### src/rtl/core/lcss_pkg.sv
// Shared types and constants for the lock combination sweep sequencer.
// No dependencies; imported by the controller, datapath, top level and checker.
`default_nettype none

package lcss_pkg;

    // Widths of digits, attempt counter and dwell counter
    localparam int POS_W   = 8;
    localparam int ATT_W   = 16;
    localparam int DWELL_W = 16;

    // Configuration register indexes
    localparam logic [2:0] CFG_FIRST_ZONE  = 3'd0;
    localparam logic [2:0] CFG_ZONE_STEP   = 3'd1;
    localparam logic [2:0] CFG_POS_COUNT   = 3'd2;
    localparam logic [2:0] CFG_ZONE_COUNT  = 3'd3;
    localparam logic [2:0] CFG_UP_WAIT     = 3'd4;
    localparam logic [2:0] CFG_DOWN_WAIT   = 3'd5;

    // Input action codes
    localparam logic [1:0] ACT_TICK    = 2'd0;
    localparam logic [1:0] ACT_MOTION  = 2'd1;
    localparam logic [1:0] ACT_RESTART = 2'd2;
    localparam logic [1:0] ACT_IGNORE  = 2'd3;

    // Completion status codes
    localparam logic [1:0] ST_RUN    = 2'd0;
    localparam logic [1:0] ST_ALL    = 2'd1;
    localparam logic [1:0] ST_OPENED = 2'd2;

    // Sequencer phase; the value doubles as the motion command
    typedef enum logic [2:0] {
        PH_SELECT = 3'd0,
        PH_CW2    = 3'd1,
        PH_FIRST  = 3'd2,
        PH_CCW1   = 3'd3,
        PH_SECOND = 3'd4,
        PH_THIRD  = 3'd5,
        PH_UP     = 3'd6,
        PH_DOWN   = 3'd7
    } t_phase;

    // Controller to datapath commands
    typedef struct packed {
        logic       scan;       // step to the next candidate combination
        logic       load_last;  // park digits on the last valid combination
        logic       att_inc;    // count one attempt
        logic       dwell_clr;  // restart the dwell counter
        logic       dwell_inc;  // one tick of dwell
        logic       capture;    // load the output register
        t_phase     out_motion;
        logic [1:0] out_status;
    } t_dp_cmd;

    // Datapath to controller status
    typedef struct packed {
        logic valid;      // candidate has distinct neighbouring digits
        logic exhausted;  // first digit rolled past the dial
        logic cw2;        // candidate needs a clockwise-twice reset
        logic up_done;    // up dwell reached after this tick
        logic down_done;  // down dwell reached after this tick
    } t_dp_sts;

endpackage

`default_nettype wire

### src/rtl/core/lcss_ctrl.sv
// Sequencer controller: handshake sequencing, phase, entry flag and done code.
// Depends on lcss_pkg; drives lcss_dp through t_dp_cmd and reads t_dp_sts.
`default_nettype none

module lcss_ctrl (
    input  wire logic              i_clk,
    input  wire logic              i_rst_n,
    input  wire logic              i_in_valid,
    output logic                   o_in_stall,
    input  wire logic [1:0]        i_action,
    input  wire logic              i_switch_active,
    output logic                   o_out_valid,
    input  wire logic              i_out_stall,
    output lcss_pkg::t_dp_cmd      o_cmd,
    input  wire lcss_pkg::t_dp_sts i_sts
);
    import lcss_pkg::*;

    typedef enum logic [1:0] {
        S_IDLE,
        S_EXEC,
        S_SCAN,
        S_RESULT
    } t_ctrl_state;

    t_ctrl_state r_state, n_state;
    t_phase      r_phase, n_phase;
    logic        r_entered, n_entered;
    logic [1:0]  r_done, n_done;
    logic [1:0]  r_action, n_action;
    logic        r_sw, n_sw;
    logic        r_out_valid, n_out_valid;
    logic        motion;
    logic        tick;

    assign motion      = (r_action == ACT_MOTION);
    assign tick        = (r_action == ACT_TICK);
    assign o_in_stall  = (r_state != S_IDLE);
    assign o_out_valid = r_out_valid;

    // Next state and datapath commands
    always_comb begin
        n_state     = r_state;
        n_phase     = r_phase;
        n_entered   = r_entered;
        n_done      = r_done;
        n_action    = r_action;
        n_sw        = r_sw;
        n_out_valid = r_out_valid;
        o_cmd       = '0;
        o_cmd.out_motion = (r_done != ST_RUN) ? PH_SELECT : r_phase;
        o_cmd.out_status = r_done;

        // result taken downstream
        if (r_out_valid && !i_out_stall) begin
            n_out_valid = 1'b0;
        end

        case (r_state)
            S_IDLE: begin
                if (i_in_valid) begin
                    n_action = i_action;
                    n_sw     = i_switch_active;
                    n_state  = S_EXEC;
                end
            end
            S_EXEC: begin
                n_state = S_RESULT;
                if (r_action == ACT_RESTART) begin
                    n_phase         = PH_SELECT;
                    n_entered       = 1'b0;
                    n_done          = ST_RUN;
                    o_cmd.dwell_clr = 1'b1;
                end else if (r_action != ACT_IGNORE && r_done == ST_RUN) begin
                    case (r_phase)
                        PH_SELECT: begin
                            n_state = S_SCAN;
                        end
                        PH_CW2, PH_FIRST, PH_CCW1, PH_SECOND, PH_THIRD: begin
                            if (motion) begin
                                n_phase = t_phase'(r_phase + 3'd1);
                            end
                            n_entered = !motion;
                        end
                        PH_UP: begin
                            if (!r_entered) begin
                                o_cmd.att_inc   = 1'b1;
                                o_cmd.dwell_clr = 1'b1;
                                n_entered       = 1'b1;
                            end else begin
                                o_cmd.dwell_inc = tick;
                                if (i_sts.up_done) begin
                                    n_phase   = PH_DOWN;
                                    n_entered = 1'b0;
                                end else begin
                                    n_entered = 1'b1;
                                end
                            end
                            if (r_sw) begin
                                n_done = ST_OPENED;
                            end
                        end
                        PH_DOWN: begin
                            if (!r_entered) begin
                                o_cmd.dwell_clr = 1'b1;
                                n_entered       = 1'b1;
                            end else begin
                                o_cmd.dwell_inc = tick;
                                if (i_sts.down_done) begin
                                    n_phase   = PH_SELECT;
                                    n_entered = 1'b0;
                                end else begin
                                    n_entered = 1'b1;
                                end
                            end
                        end
                        default: ;
                    endcase
                end
            end
            // one candidate combination per cycle
            S_SCAN: begin
                o_cmd.scan = 1'b1;
                if (i_sts.exhausted) begin
                    o_cmd.load_last = 1'b1;
                    n_done          = ST_ALL;
                    n_entered       = 1'b1;
                    n_state         = S_RESULT;
                end else if (i_sts.valid) begin
                    n_phase   = i_sts.cw2 ? PH_CW2 : PH_THIRD;
                    n_entered = 1'b0;
                    n_state   = S_RESULT;
                end
            end
            S_RESULT: begin
                if (!r_out_valid || !i_out_stall) begin
                    o_cmd.capture = 1'b1;
                    n_out_valid   = 1'b1;
                    n_state       = S_IDLE;
                end
            end
            default: n_state = S_IDLE;
        endcase
    end

    // State and registered outputs
    always_ff @(posedge i_clk) begin
        if (!i_rst_n) begin
            r_state     <= S_IDLE;
            r_phase     <= PH_SELECT;
            r_entered   <= 1'b0;
            r_done      <= ST_RUN;
            r_out_valid <= 1'b0;
        end else begin
            r_state     <= n_state;
            r_phase     <= n_phase;
            r_entered   <= n_entered;
            r_done      <= n_done;
            r_out_valid <= n_out_valid;
        end
        r_action <= n_action;
        r_sw     <= n_sw;
    end

endmodule

`default_nettype wire

### src/rtl/core/lcss_dp.sv
// Sequencer datapath: configuration registers, digit scan, counters, output register.
// Depends on lcss_pkg; commanded by lcss_ctrl.
`default_nettype none

module lcss_dp (
    input  wire logic               i_clk,
    input  wire logic               i_rst_n,
    input  wire logic               i_cfg_we,
    input  wire logic [2:0]         i_cfg_index,
    input  wire logic [15:0]        i_cfg_data,
    input  wire lcss_pkg::t_dp_cmd  i_cmd,
    output lcss_pkg::t_dp_sts       o_sts,
    output logic [2:0]              o_motion_cmd,
    output logic [7:0]              o_target_position,
    output logic [7:0]              o_first_digit,
    output logic [7:0]              o_second_digit,
    output logic [7:0]              o_third_digit,
    output logic [15:0]             o_attempts,
    output logic [1:0]              o_status
);
    import lcss_pkg::*;

    // Configuration
    logic [POS_W-1:0]   r_first_zone, r_zone_step, r_pos_count, r_zone_count;
    logic [DWELL_W-1:0] r_up_wait, r_down_wait;

    // Sequencer state
    logic               r_assigned;
    logic [POS_W-1:0]   r_d1, r_d2, r_d3;
    logic [ATT_W-1:0]   r_attempts;
    logic [DWELL_W-1:0] r_dwell;

    // Scan working values
    logic [POS_W-1:0]   step, b1, b2, b3, n1, n2, n3;
    logic [POS_W:0]     t_sum, s_sum, f_sum, pc_ext, skip_pos;
    logic               exhausted;
    logic [POS_W-1:0]   last1, last2;
    logic [2*POS_W-1:0] prod1, prod2;
    logic [DWELL_W-1:0] dwell_next;
    logic [POS_W-1:0]   target;

    // A zero step behaves as one; the dial count never exceeds the digit range
    assign step   = (r_zone_step == '0) ? POS_W'(1) : r_zone_step;
    assign pc_ext = {1'b0, r_pos_count};

    // Digits start at the first zone before the first scan
    assign b1 = r_assigned ? r_d1 : r_first_zone;
    assign b2 = r_assigned ? r_d2 : r_first_zone;
    assign b3 = r_assigned ? r_d3 : r_first_zone;

    assign t_sum = {1'b0, b3} + {1'b0, step};
    assign s_sum = {1'b0, b2} + {1'b0, step};
    assign f_sum = {1'b0, b1} + {1'b0, step};

    // Odometer advance: third digit fastest, first slowest
    always_comb begin
        n1        = b1;
        n2        = b2;
        n3        = b3;
        exhausted = 1'b0;
        if (t_sum < pc_ext) begin
            n3 = t_sum[POS_W-1:0];
        end else begin
            n3 = r_first_zone;
            if (s_sum < pc_ext) begin
                n2 = s_sum[POS_W-1:0];
            end else begin
                n2 = r_first_zone;
                if (f_sum < pc_ext) begin
                    n1 = f_sum[POS_W-1:0];
                end else begin
                    exhausted = 1'b1;
                end
            end
        end
    end

    // Last valid combination: zone_count-1 and zone_count-2 zones up, wrapped
    assign prod1 = (r_zone_count - POS_W'(1)) * step;
    assign prod2 = (r_zone_count - POS_W'(2)) * step;
    assign last1 = r_first_zone + prod1[POS_W-1:0];
    assign last2 = r_first_zone + prod2[POS_W-1:0];

    // Position just past the first zone, unwrapped
    assign skip_pos = {1'b0, r_first_zone} + {1'b0, step};

    // Dwell after this step's tick, saturating
    assign dwell_next = (i_cmd.dwell_inc && r_dwell != '1) ? r_dwell + DWELL_W'(1) : r_dwell;

    // Status back to the controller
    always_comb begin
        o_sts.valid     = (n1 != n2) && (n2 != n3);
        o_sts.exhausted = exhausted;
        o_sts.cw2       = (n3 == r_first_zone) ||
                          ((n2 == r_first_zone) && ({1'b0, n3} == skip_pos));
        o_sts.up_done   = (dwell_next >= r_up_wait);
        o_sts.down_done = (dwell_next >= r_down_wait);
    end

    // Target digit for go-to motions
    always_comb begin
        case (i_cmd.out_motion)
            PH_FIRST:  target = r_d1;
            PH_SECOND: target = r_d2;
            PH_THIRD:  target = r_d3;
            default:   target = '0;
        endcase
    end

    // Configuration writes
    always_ff @(posedge i_clk) begin
        if (!i_rst_n) begin
            r_first_zone <= POS_W'(0);
            r_zone_step  <= POS_W'(2);
            r_pos_count  <= POS_W'(40);
            r_zone_count <= POS_W'(20);
            r_up_wait    <= DWELL_W'(500);
            r_down_wait  <= DWELL_W'(500);
        end else if (i_cfg_we) begin
            case (i_cfg_index)
                CFG_FIRST_ZONE: r_first_zone <= i_cfg_data[POS_W-1:0];
                CFG_ZONE_STEP:  r_zone_step  <= i_cfg_data[POS_W-1:0];
                CFG_POS_COUNT:  r_pos_count  <= i_cfg_data[POS_W-1:0];
                CFG_ZONE_COUNT: r_zone_count <= i_cfg_data[POS_W-1:0];
                CFG_UP_WAIT:    r_up_wait    <= i_cfg_data[DWELL_W-1:0];
                CFG_DOWN_WAIT:  r_down_wait  <= i_cfg_data[DWELL_W-1:0];
                default: ;
            endcase
        end
    end

    // Digits, attempts and dwell
    always_ff @(posedge i_clk) begin
        if (!i_rst_n) begin
            r_assigned <= 1'b0;
            r_d1       <= '0;
            r_d2       <= '0;
            r_d3       <= '0;
            r_attempts <= '0;
            r_dwell    <= '0;
        end else begin
            if (i_cmd.load_last) begin
                r_assigned <= 1'b1;
                r_d1       <= last1;
                r_d2       <= last2;
                r_d3       <= last1;
            end else if (i_cmd.scan) begin
                r_assigned <= 1'b1;
                r_d1       <= n1;
                r_d2       <= n2;
                r_d3       <= n3;
            end
            if (i_cmd.att_inc && r_attempts != '1) begin
                r_attempts <= r_attempts + ATT_W'(1);
            end
            if (i_cmd.dwell_clr) begin
                r_dwell <= '0;
            end else begin
                r_dwell <= dwell_next;
            end
        end
    end

    // Output register
    always_ff @(posedge i_clk) begin
        if (i_cmd.capture) begin
            o_motion_cmd      <= i_cmd.out_motion;
            o_target_position <= target;
            o_first_digit     <= r_d1;
            o_second_digit    <= r_d2;
            o_third_digit     <= r_d3;
            o_attempts        <= r_attempts;
            o_status          <= i_cmd.out_status;
        end
    end

endmodule

`default_nettype wire

### src/rtl/core/lock_combination_sweep_sequencer_core.sv
// Top level of the lock combination sweep sequencer.
// Depends on lcss_pkg, lcss_ctrl and lcss_dp.
//
//  Channel  Direction  Handshake                 Payload
//  in       to block   i_in_valid / o_in_stall   i_action, i_switch_active
//  out      from block o_out_valid / i_out_stall o_motion_cmd .. o_status
//  cfg      to block   i_cfg_valid / o_cfg_ready i_cfg_index, i_cfg_data
//
// An item passes through accept, execute and load result when no new combination
// is chosen; choosing one adds a scan step for each candidate examined, since the
// skip loop steps one candidate per cycle through the digit adders.
// The result waits in the output register while i_out_stall is high; the next
// item is taken meanwhile and held in load result until the register frees.
// Reset is synchronous and loads the default values; the output register has none.
`default_nettype none

module lock_combination_sweep_sequencer_core (
    input  wire logic        i_clk,
    input  wire logic        i_rst_n,
    input  wire logic        i_in_valid,
    output logic             o_in_stall,
    input  wire logic [1:0]  i_action,
    input  wire logic        i_switch_active,
    output logic             o_out_valid,
    input  wire logic        i_out_stall,
    output logic [2:0]       o_motion_cmd,
    output logic [7:0]       o_target_position,
    output logic [7:0]       o_first_digit,
    output logic [7:0]       o_second_digit,
    output logic [7:0]       o_third_digit,
    output logic [15:0]      o_attempts,
    output logic [1:0]       o_status,
    input  wire logic        i_cfg_valid,
    output logic             o_cfg_ready,
    input  wire logic [2:0]  i_cfg_index,
    input  wire logic [15:0] i_cfg_data
);
    import lcss_pkg::*;

    t_dp_cmd cmd;
    t_dp_sts sts;

    // Registers are always writable
    assign o_cfg_ready = 1'b1;

    lcss_ctrl u_ctrl (
        .i_clk           (i_clk),
        .i_rst_n         (i_rst_n),
        .i_in_valid      (i_in_valid),
        .o_in_stall      (o_in_stall),
        .i_action        (i_action),
        .i_switch_active (i_switch_active),
        .o_out_valid     (o_out_valid),
        .i_out_stall     (i_out_stall),
        .o_cmd           (cmd),
        .i_sts           (sts)
    );

    lcss_dp u_dp (
        .i_clk             (i_clk),
        .i_rst_n           (i_rst_n),
        .i_cfg_we          (i_cfg_valid),
        .i_cfg_index       (i_cfg_index),
        .i_cfg_data        (i_cfg_data),
        .i_cmd             (cmd),
        .o_sts             (sts),
        .o_motion_cmd      (o_motion_cmd),
        .o_target_position (o_target_position),
        .o_first_digit     (o_first_digit),
        .o_second_digit    (o_second_digit),
        .o_third_digit     (o_third_digit),
        .o_attempts        (o_attempts),
        .o_status          (o_status)
    );

endmodule

`default_nettype wire

### config.mk
export PLATFORM = sky130hd
export DESIGN_NAME = lock_combination_sweep_sequencer_core
export DESIGN_NICKNAME = d
export VERILOG_FILES = /design/src/rtl/core/lcss_pkg.sv /design/src/rtl/core/lcss_ctrl.sv /design/src/rtl/core/lcss_dp.sv /design/src/rtl/core/lock_combination_sweep_sequencer_core.sv
export SDC_FILE = /design/constraint.sdc
export NUM_CORES = 1
export LEC_CHECK = 0
export BUFFER_PORTS_ARGS = -buffer_cell sky130_fd_sc_hd__buf_4
export CELL_PAD_IN_SITES_DETAIL_PLACEMENT = 0
export CELL_PAD_IN_SITES_GLOBAL_PLACEMENT = 1
export CORE_MARGIN = 2
export CORE_UTILIZATION = 51
export CTS_CLUSTER_DIAMETER = 80
export DETAILED_ROUTE_END_ITERATION = 7
export PLACE_DENSITY_LB_ADDON = 0.1
export SYNTH_ARGS = -nofsm -noshare
export SYNTH_HDL_FRONTEND = slang
export SYNTH_SLANG_ARGS = --single-unit
### constraint.sdc
create_clock -name i_clk -period 14.1 [get_ports i_clk]
set_input_delay 0.705 -clock i_clk [delete_from_list [all_inputs] [get_ports i_clk]]
set_output_delay 0.705 -clock i_clk [all_outputs]
set_load 0.03 [all_outputs]
## After elaboration in Yosys (flattened, before gate mapping)

Cells that the tools add are included.

- Multiply operators: 2
- Div/mod/pow operators: 0
- Equal/unequal tests: 43
- Reduce and logical (&&, ||, !) cells: 34
- Shift-type cells: 0
- Mux-type cells: 77
- Bitwise gates (word level): 1
- $lt $le $gt $ge: 5
- Add/subtract/negate cells: 11

Operators with widths:

| operator | number |
|---|---|
| $mux W8 | 16 |
| $mux W3 | 13 |
| $add A8 B8 Y9 | 4 |
| $add A16 B1 Y16 const B | 2 |
| $ge A16 B16 Y1 | 2 |
| $mul A16 B8 Y8 | 2 |
| $ne A16 B16 Y1 const B | 2 |
| $lt A9 B8 Y1 | 3 |
| $mux W1 | 26 |
| $mux W2 | 13 |
| $eq A3 B3 Y1 const B | 8 |
| $pmux W8 S3 | 1 |
| $add A8 B8 Y8 | 2 |
| $eq A8 B8 Y1 | 2 |
| $mux W16 | 1 |
| $ne A8 B8 Y1 | 2 |
| $eq A3 B2 Y1 const B | 5 |
| $reduce_and A2 Y1 | 7 |
| $ne A4 B2 Y1 const B | 3 |
| $reduce_and A10 Y1 | 1 |
| $eq A8 B9 Y1 | 1 |
| $pmux W3 S3 | 1 |
| $sub A8 B1 Y9 const B | 1 |
| $sub A8 B2 Y9 const B | 1 |
| 28 further kinds | 54 |

- ROM bits: 0
- Input bits: 27
- Logic and storage cells: 199
- Latch bits: 0
- Memories kept: 0
- Memory bits (writable): 0
- Bits in registers: 186

## Depth between registers and ports, before layout

- Word-level depth: 15
- Depth in mapped cells: 26

## By module

From an unflattened synthesis, not the netlist that was laid out.

- Cell total of the unflattened synthesis: 1578
- Area, all modules: 13880.8 sq um

Modules (own cells, without submodules):

| module | area each (sq um) | cells an instance | times used |
|---|---|---|---|
| lcss_dp | 12883.6 | 1460 | 1 |
| lcss_ctrl | 985.9 | 116 | 1 |
| lock_combination_sweep_sequencer_core | 11.3 | 2 | 1 |

## Least setup slack after synthesis

No wires, ideal clock.

- Path kind: reg2reg
- From: register u_dp.r_assigned
- To: register u_ctrl.r_state[0]
- Path buffers: 4
- Required time: 13.981 ns
- Setup slack: 8.873 ns
- Cell stages (with the launch flop): 25
- Data arrival time: 5.108 ns
- Setup time: 0.119 ns
- Cell sequence: dfxtp_1 -> clkbuf_1 -> clkbuf_1 -> buf_1 -> nand2_1 -> nand2_1 -> ha_1 -> a21o_1 -> a211oi_1 -> o21ai_0 -> o211ai_1 -> xnor2_1 -> ha_1 -> nand3_1 -> o221ai_1 -> a21oi_2 -> and2_1 -> buf_2 -> nor4_4 -> mux2i_1 -> xnor2_1 -> nor4_2 -> nand4_2 -> o21a_1 -> o221a_1

- Cells in the longest elaborated chain, start to end: 10
- Elaborated cells on any way between the ends: 25
- Classes of those cells: 3 x add/sub; 3 x order compare; 3 x eq/ne; 14 x mux; 2 x reduce/logical

Ends and longest elaborated chain:

| item | line | RTL |
|---|---|---|
| start: declaration | lcss_dp.sv:28 | `logic r_assigned;` |
| start signal: assignment | lcss_dp.sv:135 | `r_assigned <= 1'b0;` |
| start signal: assignment | lcss_dp.sv:143 | `r_assigned <= 1'b1;` |
| start signal: assignment | lcss_dp.sv:148 | `r_assigned <= 1'b1;` |
| $mux W8 | lcss_dp.sv:47 | `assign b1 = r_assigned ? r_d1 : r_first_zone;` |
| $add A8 B8 Y9 | lcss_dp.sv:53 | `assign f_sum = {1'b0, b1} + {1'b0, step};` |
| $lt A9 B8 Y1 | lcss_dp.sv:69 | `if (f_sum < pc_ext) begin` |
| $mux W8 | lcss_dp.sv:69 |  |
| $mux W8 | lcss_dp.sv:65 | `if (s_sum < pc_ext) begin` |
| $mux W8 | lcss_dp.sv:61 | `if (t_sum < pc_ext) begin` |
| $ne A8 B8 Y1 | lcss_dp.sv:92 | `o_sts.valid = (n1 != n2) && (n2 != n3);` |
| $logic_and A1 B1 Y1 | lcss_dp.sv:92 |  |
| $ne A3 B2 Y1 (no source line) | -- |  |
| $reduce_and A3 Y1 (no source line) | -- |  |
| end signal: assignment | lcss_ctrl.sv:155 | `r_state <= n_state;` |
| end: declaration | lcss_ctrl.sv:26 | `t_ctrl_state r_state, n_state;` |

Several ways; a longest one is shown, not always the timed one.
A chain may end at the register's enable or synchronous reset.

## Worst setup path after layout

- From: register u_dp.r_zone_step[2]
- To: register u_ctrl.r_state[0]

- Cells in the longest elaborated chain, start to end: 11
- Elaborated cells on any way between the ends: 24
- Classes of those cells: 3 x add/sub; 3 x order compare; 3 x eq/ne; 12 x mux; 3 x reduce/logical

Ends and longest elaborated chain:

| item | line | RTL |
|---|---|---|
| start: declaration | lcss_dp.sv:24 | `logic [POS_W-1:0] r_first_zone, r_zone_step, r_pos_count, r_zone_count;` |
| start signal: assignment | lcss_dp.sv:122 | `CFG_ZONE_STEP: r_zone_step <= i_cfg_data[POS_W-1:0];` |
| $logic_not A8 Y1 | lcss_dp.sv:43 | `assign step = (r_zone_step == '0) ? POS_W'(1) : r_zone_step;` |
| $mux W8 * | lcss_dp.sv:43 |  |
| $add A8 B8 Y9 | lcss_dp.sv:53 |  |
| $lt A9 B8 Y1 | lcss_dp.sv:69 |  |
| $mux W8 | lcss_dp.sv:69 |  |
| $mux W8 | lcss_dp.sv:65 |  |
| $mux W8 | lcss_dp.sv:61 |  |
| $ne A8 B8 Y1 | lcss_dp.sv:92 |  |
| $logic_and A1 B1 Y1 | lcss_dp.sv:92 |  |
| $ne A3 B2 Y1 (no source line) | -- |  |
| $reduce_and A3 Y1 (no source line) | -- |  |

Mark *: on every way between the ends. The rest lies on a longest branch, timed or not.

==> run_results.csv <==
group,metric,value,unit
setup_path,cp_max_fo,29,
die,die_height,167,um
setup_path,cp-startpoint,"u_dp.r_zone_step[2]",
global_routing,antenna_found_initial,0,
setup_path,arrival,6.64,ns
drt,drc,9,
synth,yosys.area.top_type,"dfxtp_1",
synth,yosysSeqAreaShare,0.315,
finish,fin_nets,1858,
global_routing,grt_pass1_vias,11098,
setup_path,crit_chain,"nor3_1 -> a21o_1 -> ha_1 -> fa_1 -> a211oi_2 -> nor2_2 -> o21ai_0 -> xnor2_1 -> ha_1 -> nand3_1 -> o221ai_1 -> a21oi_2 -> and2_1 -> buf_4 -> nor4_4 -> mux2i_1 -> xnor2_1 -> nor4_2 -> nand4_2 -> o21a_1 -> o221a_1",
setup_path,cp_top_family,"compound AO/OA/AOI/OAI gates",
synth,async_flop_share,0,
setup_path,path_buf_inv,1,
die,coreArea,26100,um2
hold_path,hp-start,"i_switch_active",
die,die_x,167,um
synth,synthesis.area,13600,um2
finish,area_delta_synth_final,11.4,%
finish,drive_above_1_share,0.0912,
timing,fin_crit_sh,0.448,
setup_path,startpoint_type,"flip-flop",
cts,clk_transition_reported_paths,0.09,ns
timing,finalHoldViolCount,0,
drt,post_drt_wl_per_cell,20.0,um
timing,slew_headroom,0.261,
drt,wl,40.1,mm
global_routing,track_usage,0.287,
synth,synth.top_cell.area_share,0.191,
place,post-place-cells,1969,
run_status,violations,"design-rule violations",
finish,multi_input_area,8620,um2
finish,seq_area,4280,um2
cts,cts_buffer_depth,2,
setup_path,crit_cells,21,
timing,fmax,0.158,GHz
timing,finalSetupTns,0,ns
finish,final_cells,2001,
place,gp_congestion,0.949,
synth,synth_area_leaders,"dfxtp_1 19%, ha_1 13%, edfxtp_1 12%",
setup_path,endpoint_kind,"flip-flop",
drt,drtIter0Drc,1101,
setup_path,max_stage_delay,0.77,ns
setup_path,reg2reg_depth,21,
run_status,status,"complete, but fails checks",
hold_path,holdPathStages,1,
timing,hold_slack,0.446,ns
global_routing,grt_pass1_wl,62.8,mm
timing,period_needed,6.32,ns
synth,ys.flop_type,"dfxtp_1",
cts,numCtsBuffers,17,
synth,synthCells,1602,
cts,cts.repair.resized,0,
synth,synth-edff-count,56,
synth,ys_warn_count,0,
place,dp_hpwl,31.0,mm
setup_path,crit_slowest_cell,"dfxtp_1",
cts,clk_latency,0.44,ns
die,start_util,0.521,
die,rows,59,
die,die_area,28000,um2
pwr,total_power,1.65,mW
drt,antenna_left,0,
drt,dr.pass1.iters,8,
setup_path,crit_type,"reg -> reg",
setup_path,reg2reg_from,"u_dp.r_zone_step[2]",
cts,postCtsSetupRepairBufs,0,
finish,antenna_cells,0,
global_routing,grt_max_degree,62,
synth,yosysUniqueCellTypes,73,
hold_path,worstHoldPathType,"in -> reg",
cts,cts_hold_buf,0,
cts,cts_htree_levels,4,
cts,cts_tree,"yes",
timing,worstMarginPinSlew,1.11,ns
timing,rsz0062_at_grt,"no",
die,ios,83,
cts,cts_root_buffer,"clkbuf_16",
timing,setup_violations,0,
place,port_buffers,81,
setup_path,cp.required,14.42,ns
pwr,power.density,109,nW/um2
timing,final_max_slew_viol_count,0,
pwr,ir_worst_vdd,0.0000848,V
drt,vias,11444,
cts,clock_sinks,186,
synth,ys_ff_latch,186,
job,drv_cap,0,
synth,synth_fp_nets,1807,
timing,finalClockSkew,0.0212,ns
synth,avgSynthCellArea,8.50,um2
finish,fillers,2433,
pwr,p_leak,6.54,nW
drt,routed_via_density,5.72,
global_routing,gr-total-overflow,0,
worst register-to-register path: stages (launching register included):
cell	delay, ns
dfxtp_1	0.77
nor3_1	0.11
a21o_1	0.47
ha_1	0.37
fa_1	0.44
a211oi_2	0.23
nor2_2	0.07
o21ai_0	0.22
xnor2_1	0.20
ha_1	0.35
nand3_1	0.10
o221ai_1	0.20
a21oi_2	0.09
and2_1	0.21
buf_4	0.25
nor4_4	0.62
mux2i_1	0.34
xnor2_1	0.11
nor4_2	0.30
nand4_2	0.27
o21a_1	0.26
o221a_1	0.23
logic make-up after synthesis:
| logic type | Yosys count | synth area share |
|---|---|---|
| and+or+nand+nor | 579 | 0.196 |
| AOI/OAI and AO/OA | 311 | 0.145 |
| buffers and inverters | 190 | 0.0534 |
| DFF | 186 | 0.315 |
| adders and majority gates | 178 | 0.186 |
| xor gates and xnor gates | 131 | 0.0853 |
| muxes | 26 | 0.0192 |
| other | 1 | 0.000275 |
cell type report:
class / count / share of cell area
Tap cell: 335 / 0.0276
Multi-Input combinational cell: 1226 / 0.568
Inverter: 126 / 0.0312
Sequential cell: 186 / 0.282
Timing Repair Buffer: 96 / 0.0475
Clock buffer: 17 / 0.0281
Clock inverter: 15 / 0.0149
cells in the mapped netlist, types with 40 or more instances:
master	count
nand2_1	291
ha_1	138
dfxtp_1	130
inv_1	124
a21oi_1	117
nor2_1	92
xnor2_1	89
edfxtp_1	56
clkbuf_1	52
o21ai_0	52
nor2b_1	44
xor2_1	41
fa_1	40
worst paths after layout:
check / end / slack, ns
setup / recovery: u_ctrl.r_state[0] / 7.78
hold / removal: u_ctrl.r_sw / 0.45
setup reg to reg: u_ctrl.r_state[0] / 7.78
hold reg to reg: u_dp.r_up_wait[15] / 0.46
state kept, by name, indices dropped and copies added, names as in the netlist, 2 cells and up:
signal	cells
u_dp.o_attempts	16
u_dp.r_attempts	16
u_dp.r_down_wait	16
u_dp.r_dwell	16
u_dp.r_up_wait	16
u_dp.o_first_digit	8
u_dp.o_second_digit	8
u_dp.o_target_position	8
u_dp.o_third_digit	8
u_dp.r_d1	8
u_dp.r_d2	8
u_dp.r_d3	8
u_dp.r_first_zone	8
u_dp.r_pos_count	8
u_dp.r_zone_count	8
u_dp.r_zone_step	8
u_ctrl.r_phase	3
u_dp.o_motion_cmd	3
u_ctrl.r_action	2
u_ctrl.r_done	2
u_ctrl.r_state	2
u_dp.o_status	2
placed cells by master (no fill, tap or decap), drive strengths merged, types with 4 or more instances in the layout:
cell type and n:
a211oi 24, a21o 26, a21oi 120, a221oi 5, a311oi 4, a31oi 10
and2 23, and3 6, buf 96, clkbuf 17, clkinv 6, dfxtp 130
edfxtp 56, fa 40, ha 138, inv 134, mux2i 25, nand2 291
nand2b 27, nand3 27, nand4 13, nor2 93, nor2b 44, nor3 19
nor3b 5, nor4 7, o211ai 21, o21a 5, o21ai 55, o21bai 5
o221a 4, o221ai 4, o22ai 6, or2 4, or3 9, xnor2 89
xor2 41
report_power, final:
| part | switching, mW | total (mW) | internal, mW |
|---|---|---|---|
| combinational | 0.295 | 0.467 | 0.173 |
| clock | 0.265 | 0.531 | 0.266 |
| sequential | 0.0482 | 0.651 | 0.603 |
| total | 0.607 | 1.65 | 1.04 |
routing by layer:
| metal | GRT usage | wire length (um) |
|---|---|---|
| met4 | 0.0741 | 939 |
| met1 | 0.420 | 19000 |
| met3 | 0.0376 | 2400 |
| met5 | 0 | 0 |
| met2 | 0.451 | 17700 |
metrics by stage:
step           setup slack (ns)  cell area (um2)  utilization
5_1_grt                    7.48            15200        0.580
6_report                   7.78            15200        0.580
3_5_place_dp               7.86            14500        0.555
2_1_floorplan              8.87            13600            -
3_3_place_gp               8.04            14500        0.555
4_1_cts                    7.84            15200        0.580
Note: power is estimated with default switching activity, not from simulation.
